### src/sv/assert_macros.svh
// Assertion macros shared by the controller and the datapath.
// Each macro expects a clock named aclk and an active-low reset named aresetn in scope.
`ifndef ASSERT_MACROS_SVH
`define ASSERT_MACROS_SVH

// A property checked at every clock edge outside reset.
`define ASSERT_RST(lbl, prop, msg) \
    lbl: assert property (@(posedge aclk) disable iff (!aresetn) (prop)) else $error(msg);

// A condition that must be followed by a consequence in the next cycle.
`define ASSERT_NEXT(lbl, ante, cons, msg) \
    lbl: assert property (@(posedge aclk) disable iff (!aresetn) (ante) |=> (cons)) \
        else $error(msg);

`endif

### src/sv/baoab_pkg.sv
// Shared widths, register codes, command encodings and types for the BAOAB oscillator step.
// No dependencies; every module of the block imports this package.
package baoab_pkg;

    localparam int DATA_WIDTH    = 32;
    localparam int FRAC_BITS     = 16;
    localparam int NOISE_WIDTH   = 16;
    localparam int NOISE_FRAC    = 12;
    localparam int COEF_WIDTH    = 31;
    localparam int DAMP_WIDTH    = 17;
    localparam int ENERGY_WIDTH  = DATA_WIDTH - 1;
    localparam int PROD_WIDTH    = 2 * DATA_WIDTH;
    localparam int XSQ_WIDTH     = 2 * DATA_WIDTH - FRAC_BITS;
    localparam int ACC_WIDTH     = COEF_WIDTH + XSQ_WIDTH + 1;
    localparam int APB_WIDTH     = 32;
    localparam int ADDR_WIDTH    = 5;
    localparam int REG_IDX_WIDTH = ADDR_WIDTH - 2;

    localparam logic [DATA_WIDTH-1:0] VMAX = {1'b0, {(DATA_WIDTH-1){1'b1}}};
    localparam logic [DATA_WIDTH-1:0] VMIN = {1'b1, {(DATA_WIDTH-1){1'b0}}};

    localparam logic [REG_IDX_WIDTH-1:0] IDX_HALF_STEP      = REG_IDX_WIDTH'(0);
    localparam logic [REG_IDX_WIDTH-1:0] IDX_HALF_STEP_MASS = REG_IDX_WIDTH'(1);
    localparam logic [REG_IDX_WIDTH-1:0] IDX_SPRING         = REG_IDX_WIDTH'(2);
    localparam logic [REG_IDX_WIDTH-1:0] IDX_DAMPING        = REG_IDX_WIDTH'(3);
    localparam logic [REG_IDX_WIDTH-1:0] IDX_NOISE_SCALE    = REG_IDX_WIDTH'(4);

    localparam logic [COEF_WIDTH-1:0] RST_HALF_STEP      = COEF_WIDTH'(32768);
    localparam logic [COEF_WIDTH-1:0] RST_HALF_STEP_MASS = COEF_WIDTH'(32768);
    localparam logic [COEF_WIDTH-1:0] RST_SPRING         = COEF_WIDTH'(65536);
    localparam logic [DAMP_WIDTH-1:0] RST_DAMPING        = DAMP_WIDTH'(24109);
    localparam logic [COEF_WIDTH-1:0] RST_NOISE_SCALE    = COEF_WIDTH'(60596);

    typedef struct packed {
        logic [COEF_WIDTH-1:0] half_step;
        logic [COEF_WIDTH-1:0] half_step_over_mass;
        logic [COEF_WIDTH-1:0] spring_constant;
        logic [DAMP_WIDTH-1:0] damping_factor;
        logic [COEF_WIDTH-1:0] noise_scale;
    } cfg_t;

    typedef enum logic [3:0] {
        ST_IDLE,
        ST_KICK_A,
        ST_KICK_W,
        ST_DRIFT_A,
        ST_DRIFT_W,
        ST_OU_NOISE,
        ST_OU_ADD,
        ST_DRIFT2_A,
        ST_DRIFT2_W,
        ST_FORCE_A,
        ST_FORCE_W,
        ST_KICK2_A,
        ST_KICK2_W,
        ST_ENERGY_HI,
        ST_ENERGY_W
    } state_t;

    typedef enum logic [3:0] {
        MUL_NONE,
        MUL_HS_F,
        MUL_HSM_P,
        MUL_DF_P,
        MUL_NS_N,
        MUL_K_X,
        MUL_X_X,
        MUL_K_XSQ_LO,
        MUL_K_XSQ_HI
    } mul_sel_t;

    typedef enum logic [2:0] {
        WR_NONE,
        WR_P_ADD,
        WR_X_ADD,
        WR_P_SET,
        WR_F_NEG,
        WR_XSQ,
        WR_ACC_LO,
        WR_ENERGY
    } post_op_t;

    typedef struct packed {
        mul_sel_t mul_sel;
        post_op_t post_op;
        logic     take_noise;
    } cmd_t;

    typedef struct packed {
        logic out_busy;
    } stat_t;

endpackage

### src/sv/baoab_regs.sv
// APB register file holding the five step coefficients.
// Depends on baoab_pkg for widths, register indexes and reset values.
module baoab_regs
    import baoab_pkg::*;
(
    input  logic                  aclk,
    input  logic                  aresetn,
    input  logic                  psel,
    input  logic                  penable,
    input  logic                  pwrite,
    input  logic [ADDR_WIDTH-1:0] paddr,
    input  logic [APB_WIDTH-1:0]  pwdata,
    output logic [APB_WIDTH-1:0]  prdata,
    output logic                  pready,
    output cfg_t                  cfg
);

    logic [COEF_WIDTH-1:0]    half_step_reg;
    logic [COEF_WIDTH-1:0]    half_step_mass_reg;
    logic [COEF_WIDTH-1:0]    spring_reg;
    logic [DAMP_WIDTH-1:0]    damping_reg;
    logic [COEF_WIDTH-1:0]    noise_scale_reg;
    logic [REG_IDX_WIDTH-1:0] idx;
    logic                     wr_en;

    assign idx    = paddr[ADDR_WIDTH-1:2];
    assign wr_en  = psel && penable && pwrite;
    assign pready = 1'b1;

    always_ff @(posedge aclk) begin
        if (!aresetn) begin
            half_step_reg      <= RST_HALF_STEP;
            half_step_mass_reg <= RST_HALF_STEP_MASS;
            spring_reg         <= RST_SPRING;
            damping_reg        <= RST_DAMPING;
            noise_scale_reg    <= RST_NOISE_SCALE;
        end else if (wr_en) begin
            unique case (idx)
                IDX_HALF_STEP:      half_step_reg      <= pwdata[COEF_WIDTH-1:0];
                IDX_HALF_STEP_MASS: half_step_mass_reg <= pwdata[COEF_WIDTH-1:0];
                IDX_SPRING:         spring_reg         <= pwdata[COEF_WIDTH-1:0];
                IDX_DAMPING:        damping_reg        <= pwdata[DAMP_WIDTH-1:0];
                IDX_NOISE_SCALE:    noise_scale_reg    <= pwdata[COEF_WIDTH-1:0];
                default: begin
                end
            endcase
        end
    end

    always_comb begin
        unique case (idx)
            IDX_HALF_STEP:      prdata = APB_WIDTH'(half_step_reg);
            IDX_HALF_STEP_MASS: prdata = APB_WIDTH'(half_step_mass_reg);
            IDX_SPRING:         prdata = APB_WIDTH'(spring_reg);
            IDX_DAMPING:        prdata = APB_WIDTH'(damping_reg);
            IDX_NOISE_SCALE:    prdata = APB_WIDTH'(noise_scale_reg);
            default:            prdata = '0;
        endcase
    end

    assign cfg.half_step           = half_step_reg;
    assign cfg.half_step_over_mass = half_step_mass_reg;
    assign cfg.spring_constant     = spring_reg;
    assign cfg.damping_factor      = damping_reg;
    assign cfg.noise_scale         = noise_scale_reg;

endmodule

### src/sv/baoab_ctrl.sv
// Sequencer that steps the shared multiplier and write-back stage through one BAOAB step.
// Depends on baoab_pkg for the state, command and status types, and on assert_macros.svh.
`include "assert_macros.svh"

module baoab_ctrl
    import baoab_pkg::*;
(
    input  logic  aclk,
    input  logic  aresetn,
    input  logic  s_valid,
    output logic  s_ready,
    input  stat_t stat,
    output cmd_t  cmd
);

    state_t state_reg;
    state_t state_next;

    always_ff @(posedge aclk) begin
        if (!aresetn) begin
            state_reg <= ST_IDLE;
        end else begin
            state_reg <= state_next;
        end
    end

    always_comb begin
        state_next     = state_reg;
        s_ready        = 1'b0;
        cmd.mul_sel    = MUL_NONE;
        cmd.post_op    = WR_NONE;
        cmd.take_noise = 1'b0;
        unique case (state_reg)
            ST_IDLE: begin
                s_ready        = 1'b1;
                cmd.take_noise = s_valid;
                if (s_valid) begin
                    state_next = ST_KICK_A;
                end
            end
            ST_KICK_A: begin
                cmd.mul_sel = MUL_HS_F;
                state_next  = ST_KICK_W;
            end
            ST_KICK_W: begin
                cmd.post_op = WR_P_ADD;
                state_next  = ST_DRIFT_A;
            end
            ST_DRIFT_A: begin
                cmd.mul_sel = MUL_HSM_P;
                state_next  = ST_DRIFT_W;
            end
            ST_DRIFT_W: begin
                cmd.mul_sel = MUL_DF_P;
                cmd.post_op = WR_X_ADD;
                state_next  = ST_OU_NOISE;
            end
            ST_OU_NOISE: begin
                cmd.mul_sel = MUL_NS_N;
                cmd.post_op = WR_P_SET;
                state_next  = ST_OU_ADD;
            end
            ST_OU_ADD: begin
                cmd.post_op = WR_P_ADD;
                state_next  = ST_DRIFT2_A;
            end
            ST_DRIFT2_A: begin
                cmd.mul_sel = MUL_HSM_P;
                state_next  = ST_DRIFT2_W;
            end
            ST_DRIFT2_W: begin
                cmd.post_op = WR_X_ADD;
                state_next  = ST_FORCE_A;
            end
            ST_FORCE_A: begin
                cmd.mul_sel = MUL_K_X;
                state_next  = ST_FORCE_W;
            end
            ST_FORCE_W: begin
                cmd.mul_sel = MUL_X_X;
                cmd.post_op = WR_F_NEG;
                state_next  = ST_KICK2_A;
            end
            ST_KICK2_A: begin
                cmd.mul_sel = MUL_HS_F;
                cmd.post_op = WR_XSQ;
                state_next  = ST_KICK2_W;
            end
            ST_KICK2_W: begin
                cmd.mul_sel = MUL_K_XSQ_LO;
                cmd.post_op = WR_P_ADD;
                state_next  = ST_ENERGY_HI;
            end
            ST_ENERGY_HI: begin
                cmd.mul_sel = MUL_K_XSQ_HI;
                cmd.post_op = WR_ACC_LO;
                state_next  = ST_ENERGY_W;
            end
            ST_ENERGY_W: begin
                if (!stat.out_busy) begin
                    cmd.post_op = WR_ENERGY;
                    state_next  = ST_IDLE;
                end
            end
            default: begin
                state_next = ST_IDLE;
            end
        endcase
    end

    `ASSERT_NEXT(a_accept_starts_step, s_valid && s_ready, state_reg == ST_KICK_A, "accepted word did not start a step")
    `ASSERT_RST(a_idle_quiet, state_reg == ST_IDLE |-> cmd.mul_sel == MUL_NONE && cmd.post_op == WR_NONE, "datapath commanded while idle")
    `ASSERT_NEXT(a_stall_holds, state_reg == ST_ENERGY_W && stat.out_busy, state_reg == ST_ENERGY_W && !s_ready, "step left while result still pending")

endmodule

### src/sv/baoab_dp.sv
// Datapath: state registers, shared 32x32 multiplier, rounding, saturation and result register.
// Depends on baoab_pkg for widths, saturation limits and the command and status types.
`include "assert_macros.svh"

module baoab_dp
    import baoab_pkg::*;
(
    input  logic                           aclk,
    input  logic                           aresetn,
    input  cfg_t                           cfg,
    input  cmd_t                           cmd,
    output stat_t                          stat,
    input  logic signed [NOISE_WIDTH-1:0]  s_noise_sample,
    output logic                           m_valid,
    input  logic                           m_ready,
    output logic signed [DATA_WIDTH-1:0]   m_new_position,
    output logic signed [DATA_WIDTH-1:0]   m_new_momentum,
    output logic signed [DATA_WIDTH-1:0]   m_new_force,
    output logic        [ENERGY_WIDTH-1:0] m_potential_energy
);

    localparam logic [PROD_WIDTH:0] RND_FRAC  = (PROD_WIDTH+1)'(1) << (FRAC_BITS - 1);
    localparam logic [PROD_WIDTH:0] RND_NOISE = (PROD_WIDTH+1)'(1) << (NOISE_FRAC - 1);
    localparam logic [ACC_WIDTH-1:0] RND_ENERGY = ACC_WIDTH'(1) << FRAC_BITS;

    function automatic logic [DATA_WIDTH-1:0] mag_f(input logic [DATA_WIDTH-1:0] v);
        return v[DATA_WIDTH-1] ? (~v + DATA_WIDTH'(1)) : v;
    endfunction

    function automatic logic [DATA_WIDTH-1:0] sadd_f(input logic [DATA_WIDTH-1:0] a,
                                                     input logic [DATA_WIDTH-1:0] b);
        logic [DATA_WIDTH:0] s;
        s = {a[DATA_WIDTH-1], a} + {b[DATA_WIDTH-1], b};
        if (s[DATA_WIDTH] != s[DATA_WIDTH-1]) begin
            return s[DATA_WIDTH] ? VMIN : VMAX;
        end
        return s[DATA_WIDTH-1:0];
    endfunction

    function automatic logic [DATA_WIDTH-1:0] sneg_f(input logic [DATA_WIDTH-1:0] v);
        return (v == VMIN) ? VMAX : (~v + DATA_WIDTH'(1));
    endfunction

    logic [DATA_WIDTH-1:0]   pos_reg, pos_next;
    logic [DATA_WIDTH-1:0]   mom_reg, mom_next;
    logic [DATA_WIDTH-1:0]   force_reg, force_next;
    logic [NOISE_WIDTH-1:0]  noise_reg;
    logic [PROD_WIDTH-1:0]   prod_reg;
    logic                    prod_neg_reg;
    logic                    prod_noise_reg;
    logic [XSQ_WIDTH-1:0]    xsq_reg, xsq_next;
    logic [ACC_WIDTH-1:0]    acc_reg, acc_next;
    logic [DATA_WIDTH-1:0]   out_pos_reg, out_mom_reg, out_force_reg;
    logic [ENERGY_WIDTH-1:0] out_energy_reg;
    logic                    m_valid_reg, m_valid_next;

    logic [DATA_WIDTH-1:0]   op_a, op_b;
    logic                    op_neg, op_noise;
    logic [DATA_WIDTH-1:0]   noise_ext;
    logic [PROD_WIDTH:0]     round_sum, rounded, cap_ext;
    logic [DATA_WIDTH-1:0]   mag_cap, sat_mag, term;
    logic [ACC_WIDTH-1:0]    energy_sum, energy_q;
    logic [ENERGY_WIDTH-1:0] energy_sat;
    logic                    load_out;

    assign noise_ext = DATA_WIDTH'($signed(noise_reg));

    always_comb begin
        op_a     = '0;
        op_b     = '0;
        op_neg   = 1'b0;
        op_noise = 1'b0;
        unique case (cmd.mul_sel)
            MUL_HS_F: begin
                op_a   = DATA_WIDTH'(cfg.half_step);
                op_b   = mag_f(force_reg);
                op_neg = force_reg[DATA_WIDTH-1];
            end
            MUL_HSM_P: begin
                op_a   = DATA_WIDTH'(cfg.half_step_over_mass);
                op_b   = mag_f(mom_reg);
                op_neg = mom_reg[DATA_WIDTH-1];
            end
            MUL_DF_P: begin
                op_a   = DATA_WIDTH'(cfg.damping_factor);
                op_b   = mag_f(mom_reg);
                op_neg = mom_reg[DATA_WIDTH-1];
            end
            MUL_NS_N: begin
                op_a     = DATA_WIDTH'(cfg.noise_scale);
                op_b     = mag_f(noise_ext);
                op_neg   = noise_ext[DATA_WIDTH-1];
                op_noise = 1'b1;
            end
            MUL_K_X: begin
                op_a   = DATA_WIDTH'(cfg.spring_constant);
                op_b   = mag_f(pos_reg);
                op_neg = pos_reg[DATA_WIDTH-1];
            end
            MUL_X_X: begin
                op_a = mag_f(pos_reg);
                op_b = mag_f(pos_reg);
            end
            MUL_K_XSQ_LO: begin
                op_a = DATA_WIDTH'(cfg.spring_constant);
                op_b = xsq_reg[DATA_WIDTH-1:0];
            end
            MUL_K_XSQ_HI: begin
                op_a = DATA_WIDTH'(cfg.spring_constant);
                op_b = DATA_WIDTH'(xsq_reg[XSQ_WIDTH-1:DATA_WIDTH]);
            end
            default: begin
            end
        endcase
    end

    // Round to nearest with ties away from zero on the magnitude, then clamp.
    always_comb begin
        round_sum = {1'b0, prod_reg} + (prod_noise_reg ? RND_NOISE : RND_FRAC);
        rounded   = prod_noise_reg ? (round_sum >> NOISE_FRAC) : (round_sum >> FRAC_BITS);
        mag_cap   = prod_neg_reg ? VMIN : VMAX;
        cap_ext   = (PROD_WIDTH+1)'(mag_cap);
        sat_mag   = (rounded > cap_ext) ? mag_cap : rounded[DATA_WIDTH-1:0];
        term      = prod_neg_reg ? (~sat_mag + DATA_WIDTH'(1)) : sat_mag;
    end

    always_comb begin
        energy_sum = acc_reg + (ACC_WIDTH'(prod_reg) << DATA_WIDTH);
        energy_q   = energy_sum >> (FRAC_BITS + 1);
        energy_sat = (|energy_q[ACC_WIDTH-1:ENERGY_WIDTH]) ? '1 : energy_q[ENERGY_WIDTH-1:0];
    end

    always_comb begin
        pos_next   = pos_reg;
        mom_next   = mom_reg;
        force_next = force_reg;
        xsq_next   = xsq_reg;
        acc_next   = acc_reg;
        load_out   = 1'b0;
        unique case (cmd.post_op)
            WR_NONE: begin
            end
            WR_P_ADD:  mom_next   = sadd_f(mom_reg, term);
            WR_X_ADD:  pos_next   = sadd_f(pos_reg, term);
            WR_P_SET:  mom_next   = term;
            WR_F_NEG:  force_next = sneg_f(term);
            WR_XSQ:    xsq_next   = rounded[XSQ_WIDTH-1:0];
            WR_ACC_LO: acc_next   = ACC_WIDTH'(prod_reg) + RND_ENERGY;
            WR_ENERGY: load_out   = 1'b1;
            default: begin
            end
        endcase
    end

    always_comb begin
        m_valid_next = m_valid_reg;
        if (load_out) begin
            m_valid_next = 1'b1;
        end else if (m_ready) begin
            m_valid_next = 1'b0;
        end
    end

    always_ff @(posedge aclk) begin
        if (!aresetn) begin
            pos_reg     <= '0;
            mom_reg     <= '0;
            force_reg   <= '0;
            m_valid_reg <= 1'b0;
        end else begin
            pos_reg     <= pos_next;
            mom_reg     <= mom_next;
            force_reg   <= force_next;
            m_valid_reg <= m_valid_next;
        end
    end

    always_ff @(posedge aclk) begin
        if (cmd.take_noise) begin
            noise_reg <= s_noise_sample;
        end
        if (cmd.mul_sel != MUL_NONE) begin
            prod_reg       <= PROD_WIDTH'(op_a) * PROD_WIDTH'(op_b);
            prod_neg_reg   <= op_neg;
            prod_noise_reg <= op_noise;
        end
        xsq_reg <= xsq_next;
        acc_reg <= acc_next;
        if (load_out) begin
            out_pos_reg    <= pos_reg;
            out_mom_reg    <= mom_reg;
            out_force_reg  <= force_reg;
            out_energy_reg <= energy_sat;
        end
    end

    assign stat.out_busy      = m_valid_reg && !m_ready;
    assign m_valid            = m_valid_reg;
    assign m_new_position     = $signed(out_pos_reg);
    assign m_new_momentum     = $signed(out_mom_reg);
    assign m_new_force        = $signed(out_force_reg);
    assign m_potential_energy = out_energy_reg;

    `ASSERT_RST(a_post_after_mul, cmd.post_op != WR_NONE && cmd.post_op != WR_ENERGY |-> $past(cmd.mul_sel) != MUL_NONE, "write-back without a product")
    `ASSERT_RST(a_no_overwrite, load_out |-> !(m_valid_reg && !m_ready), "result register overwritten while pending")
    `ASSERT_NEXT(a_load_shows, load_out, m_valid_reg && m_potential_energy == $past(energy_sat), "loaded result not presented")

endmodule

### src/sv/baoab_langevin_oscillator_step.sv
// Top level of the BAOAB Langevin step for one harmonic oscillator.
// Depends on baoab_pkg, baoab_regs, baoab_ctrl and baoab_dp.
//
// Channel  Dir  Handshake           Payload
// s_       in   s_valid / s_ready   s_noise_sample
// m_       out  m_valid / m_ready   m_new_position, m_new_momentum, m_new_force,
//                                   m_potential_energy
// APB      in   psel, penable       paddr, pwdata, pwrite -> prdata, pready
//
// Each word passes through 14 controller steps from acceptance to the loaded result, then the
// idle state, the only one that takes a word; every product uses the single shared 32 by 32 multiplier.
// Reset is synchronous; it clears position, momentum and force and restores the coefficients.
// A result waits in the output register while the next word is accepted and worked on.
// If that earlier result is still not taken, the controller holds in its final step.
module baoab_langevin_oscillator_step
    import baoab_pkg::*;
(
    input  logic                           aclk,
    input  logic                           aresetn,
    input  logic                           psel,
    input  logic                           penable,
    input  logic                           pwrite,
    input  logic [ADDR_WIDTH-1:0]          paddr,
    input  logic [APB_WIDTH-1:0]           pwdata,
    output logic [APB_WIDTH-1:0]           prdata,
    output logic                           pready,
    input  logic                           s_valid,
    output logic                           s_ready,
    input  logic signed [NOISE_WIDTH-1:0]  s_noise_sample,
    output logic                           m_valid,
    input  logic                           m_ready,
    output logic signed [DATA_WIDTH-1:0]   m_new_position,
    output logic signed [DATA_WIDTH-1:0]   m_new_momentum,
    output logic signed [DATA_WIDTH-1:0]   m_new_force,
    output logic        [ENERGY_WIDTH-1:0] m_potential_energy
);

    cfg_t  cfg;
    cmd_t  cmd;
    stat_t stat;

    baoab_regs u_regs (
        .aclk    (aclk),
        .aresetn (aresetn),
        .psel    (psel),
        .penable (penable),
        .pwrite  (pwrite),
        .paddr   (paddr),
        .pwdata  (pwdata),
        .prdata  (prdata),
        .pready  (pready),
        .cfg     (cfg)
    );

    baoab_ctrl u_ctrl (
        .aclk    (aclk),
        .aresetn (aresetn),
        .s_valid (s_valid),
        .s_ready (s_ready),
        .stat    (stat),
        .cmd     (cmd)
    );

    baoab_dp u_dp (
        .aclk               (aclk),
        .aresetn            (aresetn),
        .cfg                (cfg),
        .cmd                (cmd),
        .stat               (stat),
        .s_noise_sample     (s_noise_sample),
        .m_valid            (m_valid),
        .m_ready            (m_ready),
        .m_new_position     (m_new_position),
        .m_new_momentum     (m_new_momentum),
        .m_new_force        (m_new_force),
        .m_potential_energy (m_potential_energy)
    );

endmodule
### config.mk
export PLATFORM = sky130hd
export DESIGN_NAME = baoab_langevin_oscillator_step
export DESIGN_NICKNAME = d
export VERILOG_FILES = /design/src/sv/baoab_pkg.sv /design/src/sv/baoab_regs.sv /design/src/sv/baoab_ctrl.sv /design/src/sv/baoab_dp.sv /design/src/sv/baoab_langevin_oscillator_step.sv
export VERILOG_INCLUDE_DIRS = /design/src /design/src/sv
export SDC_FILE = /design/constraint.sdc
export NUM_CORES = 2
export LEC_CHECK = 0
export BUFFER_PORTS_ARGS = -buffer_cell sky130_fd_sc_hd__buf_2
export CORE_MARGIN = 2
export CORE_UTILIZATION = 30
export CTS_CLUSTER_SIZE = 40
export DETAILED_ROUTE_END_ITERATION = 6
export PLACE_DENSITY = 0.52
export SKIP_CTS_REPAIR_TIMING = 1
export SLEW_MARGIN = 20
export SYNTH_ARGS = -nofsm -noshare
export SYNTH_HDL_FRONTEND = slang
export SYNTH_SLANG_ARGS = --single-unit
### constraint.sdc
create_clock -name aclk -period 13.3 [get_ports aclk]
set_input_delay 0.665 -clock aclk [delete_from_list [all_inputs] [get_ports aclk]]
set_output_delay 0.665 -clock aclk [all_outputs]
set_load 0.01 [all_outputs]
==> out/results.txt <==
CP most frequent cell: fa_1
Register-to-register path setup slack: 0.73 ns
Worst endpoint required time: 13.76 ns
Slew Viols, Final: 0
Starting Density: 30.2%
Fraction of layout cells with a size suffix above 1: 9.57%
Total CTS buffers: 60
Max reg flops: 64
Cell count after placement: 10700
Total Nets Final: 9160
Critical register-to-register path endpoint: u_dp.prod_reg[62]
Most common cell after layout, fill and taps aside: inv_1
Yosys synthesis warning count: 0
Yosys top cell by area: fa_1
Via density: 5.41
DIE HEIGHT: 477 um
Placement Rows: 173
Setup TNS: 0 ns
Clock tree buffer depth: 3
Pin count of the biggest net entering global routing: 88
Final Hold Fails: 0
Achievable Freq: 79.6 MHz
Slowest cell on crit path: or4_1
Worst r2r path cells: 37
Syn-to-layout area delta: 11.5%
HPWL after DPL: 215000 um
Skew final: 0.102 ns
IO Count: 222
Most frequent cells in the layout: inv_1 (1098), nand2_1 (1010), fa_1 (899), nor2_1 (775), a21oi_1 (424)
IO buf count: 216
Tcrit/Tclk final: 94.5%
Pint: 3.34 mW
Post-layout util: 33.6%
Data arrival, critical path: 13.03 ns
Startpoint type of the worst setup path: flop
Worst-path clk slew: 0.08 ns
RSZ-0062 raised after global routing: false
Via count: 58600
Maximum VDD drop: 0.000116 V
CP Buf/Inv Count: 4
Crit path largest cell delay: 0.59 ns
Sequential share of power: 38.3%
Detailed Route WL: 273000 um
Family with the most delay on the worst path: adder cells
CP Max Fanout: 14
Syn avg cell area: 8.72 um2
Comb pwr share: 26.7%
Top cells by area, synth: fa_1 (27%), edfxtp_1 (14%), ha_1 (7.5%)
Residual DRC: 0
Outcome: complete, no violations
Filler Cell Count: 23100
Area of the mapped netlist: 67000 um2
Core footprint: 222000 um2
Kind of critical path: flop to flop
Max cap viols: 0
GRT overflow: 0
Fin cells: 10800
Pre-CTS WS: 0.550 ns
Sink Count: 547
Sw Ratio: 35.8%
Post-layout min period: 12.57 ns
Vias in the first global route: 57900
Pleak: 31.9 nW
Worst hold endpoint: u_dp.noise_reg[9]
Number of iterations in the first detailed-routing pass: 6
Gate Count Post-Synth: 7680
Endpoints failing setup: 0
First-iteration detailed-routing DRC count: 6087
Main flop type after synthesis: edfxtp_1
CTS tree: yes
PD cells: 69.7 nW/um2
Die ar.: 227000 um2
Share of the synthesized area in the top cell type: 26.9%
Worst Max-Slew Pin Slew: 1.23 ns
Part of the Yosys area used for sequential elements: 20.9%
Hold Path Origin: s_noise_sample[9]
Ys async rst share: 0%
Global-route wire length before repair: 398000 um
Wire length per cell: 25.2 um
Slew Limit Headroom: 18.2%
Clock Tree Root: clkbuf_16
Clock power frac: 35.1%
Hold Path Depth: 1
GRT Util Overall: 23.5%
Hold Crit Class: input port to flop
GPL Wtd Cong: 0.996
Initial antenna violation count: 26
Worst R2R Start: u_dp.pos_reg[8]
Psw: 1.87 mW
Post-route setup slack: 0.734 ns
Post-route antenna net violation count: 0
Clk_lat worst skew: 0.73 ns
Multi-input gate area: 47700 um2
EDFF count, synth: 305
Sequential cell area: 14000 um2
Synthesized flop and latch total: 547
Htree depth: 2
CP endpoint kind: flop
Width of the die: 477 um
Synth cell types: 101
==> power groups by stage <==
stage | clock network (mW) | logic [mW] | registers, mW
after floorplan | 0 | 0.919 | 1.93
after global placement | 0 | 1.33 | 2.02
after detailed placement | 0 | 1.35 | 2.02
after CTS | 1.85 | 1.35 | 1.99
after global routing | 1.92 | 1.49 | 1.99
final | 1.83 | 1.39 | 1.99
==> through the flow <==
stage                     hold slack, ns  cell area, um2  total power [mW]
after floorplan                    0.430           67000              2.85
after global placement             0.455           72500              3.36
after detailed placement           0.464           72600              3.37
after CTS                          0.105           74700              5.19
after global routing               0.119           74700              5.41
final                              0.141           74700              5.21
==> cell usage after synthesis (22+ instances only) <==
cell      count
inv_1      1099
or3_1        55
xor2_1      149
o22ai_1      49
o211ai_1     22
or2_2        30
nor3_1      104
a221oi_1     24
nor4_1       57
o21a_1       42
o41ai_1      30
a22oi_1      59
a211oi_1     24
xnor2_1     194
and2_1       38
o31ai_1      53
edfxtp_1    305
nor2_1      785
a222oi_1     24
or4_1        22
nand3_1     125
nand4_1      75
a31oi_1      43
fa_1        899
mux2i_1      52
buf_2        38
o21ai_0     206
nor2b_1      33
and3_1       57
ha_1        401
a21oi_1     424
nand4b_1     25
clkbuf_1    365
nand2_1    1012
nand2b_1     75
a21o_1       92
o221a_2      28
dfxtp_1     242
==> area by class of cell <==
| class | count | share of cell area (%) |
|---|---|---|
| Clock buffer | 63 | 2.02 |
| Clock inverter | 50 | 0.812 |
| Antenna cell | 7 | 0.0234 |
| Sequential cell | 547 | 18.7 |
| Inverter | 1103 | 5.54 |
| Timing Repair Buffer | 475 | 4.07 |
| Tap cell | 2975 | 4.98 |
| Multi-Input combinational cell | 5613 | 63.8 |
==> metal layers <==
layer,routed length (um),track usage [%],vias to the layer above
li1,-,-,25700
met4,11500,8.39,28
met3,25300,4.71,463
met2,118000,35.6,2850
met5,187,0,-
met1,118000,33.0,29600
==> kinds of logic (layout without fill, tap and decap cells) <==
family / count (synthesis) / in the layout / share of synthesized area (%)
buf+inv: 1535 / 1691 / 8.74
compound gates: 1317 / 1317 / 13.2
xor+xnor: 343 / 343 / 4.49
mux: 62 / 62 / 0.945
other cells: 2 / 24 / 0.0112
simple gates: 2574 / 2574 / 17.4
flops: 547 / 547 / 20.9
fa+ha+maj: 1300 / 1300 / 34.4
==> worst max-delay path by stage <==
stage / start / to / slack (ns) / cells past startpoint
floorplan: u_dp.pos_reg[8] / u_dp.prod_reg[62] / 1.81 / 40
finish: u_dp.pos_reg[8] / u_dp.prod_reg[62] / 0.73 / 37
global route: u_dp.prod_reg[16] / u_dp.mom_reg[3] / 0.13 / 39
global placement: u_dp.pos_reg[10] / u_dp.prod_reg[62] / 0.74 / 36
detailed placement: u_dp.pos_reg[10] / u_dp.prod_reg[62] / 0.55 / 36
CTS: u_dp.pos_reg[8] / u_dp.prod_reg[62] / 0.51 / 36
==> worst reg2reg max path, delay by kind of cell, from the launching register on <==
kind,cells,cell delay [ns]
adder cells (fa/ha/maj),9,4.53
AND/OR/NAND/NOR,12,3.68
buffers and inverters,4,0.41
XOR/XNOR,2,0.52
flip-flops,1,0.31
AO/OA/AOI/OAI,10,2.84
Power figures use the tool's default switching activity.
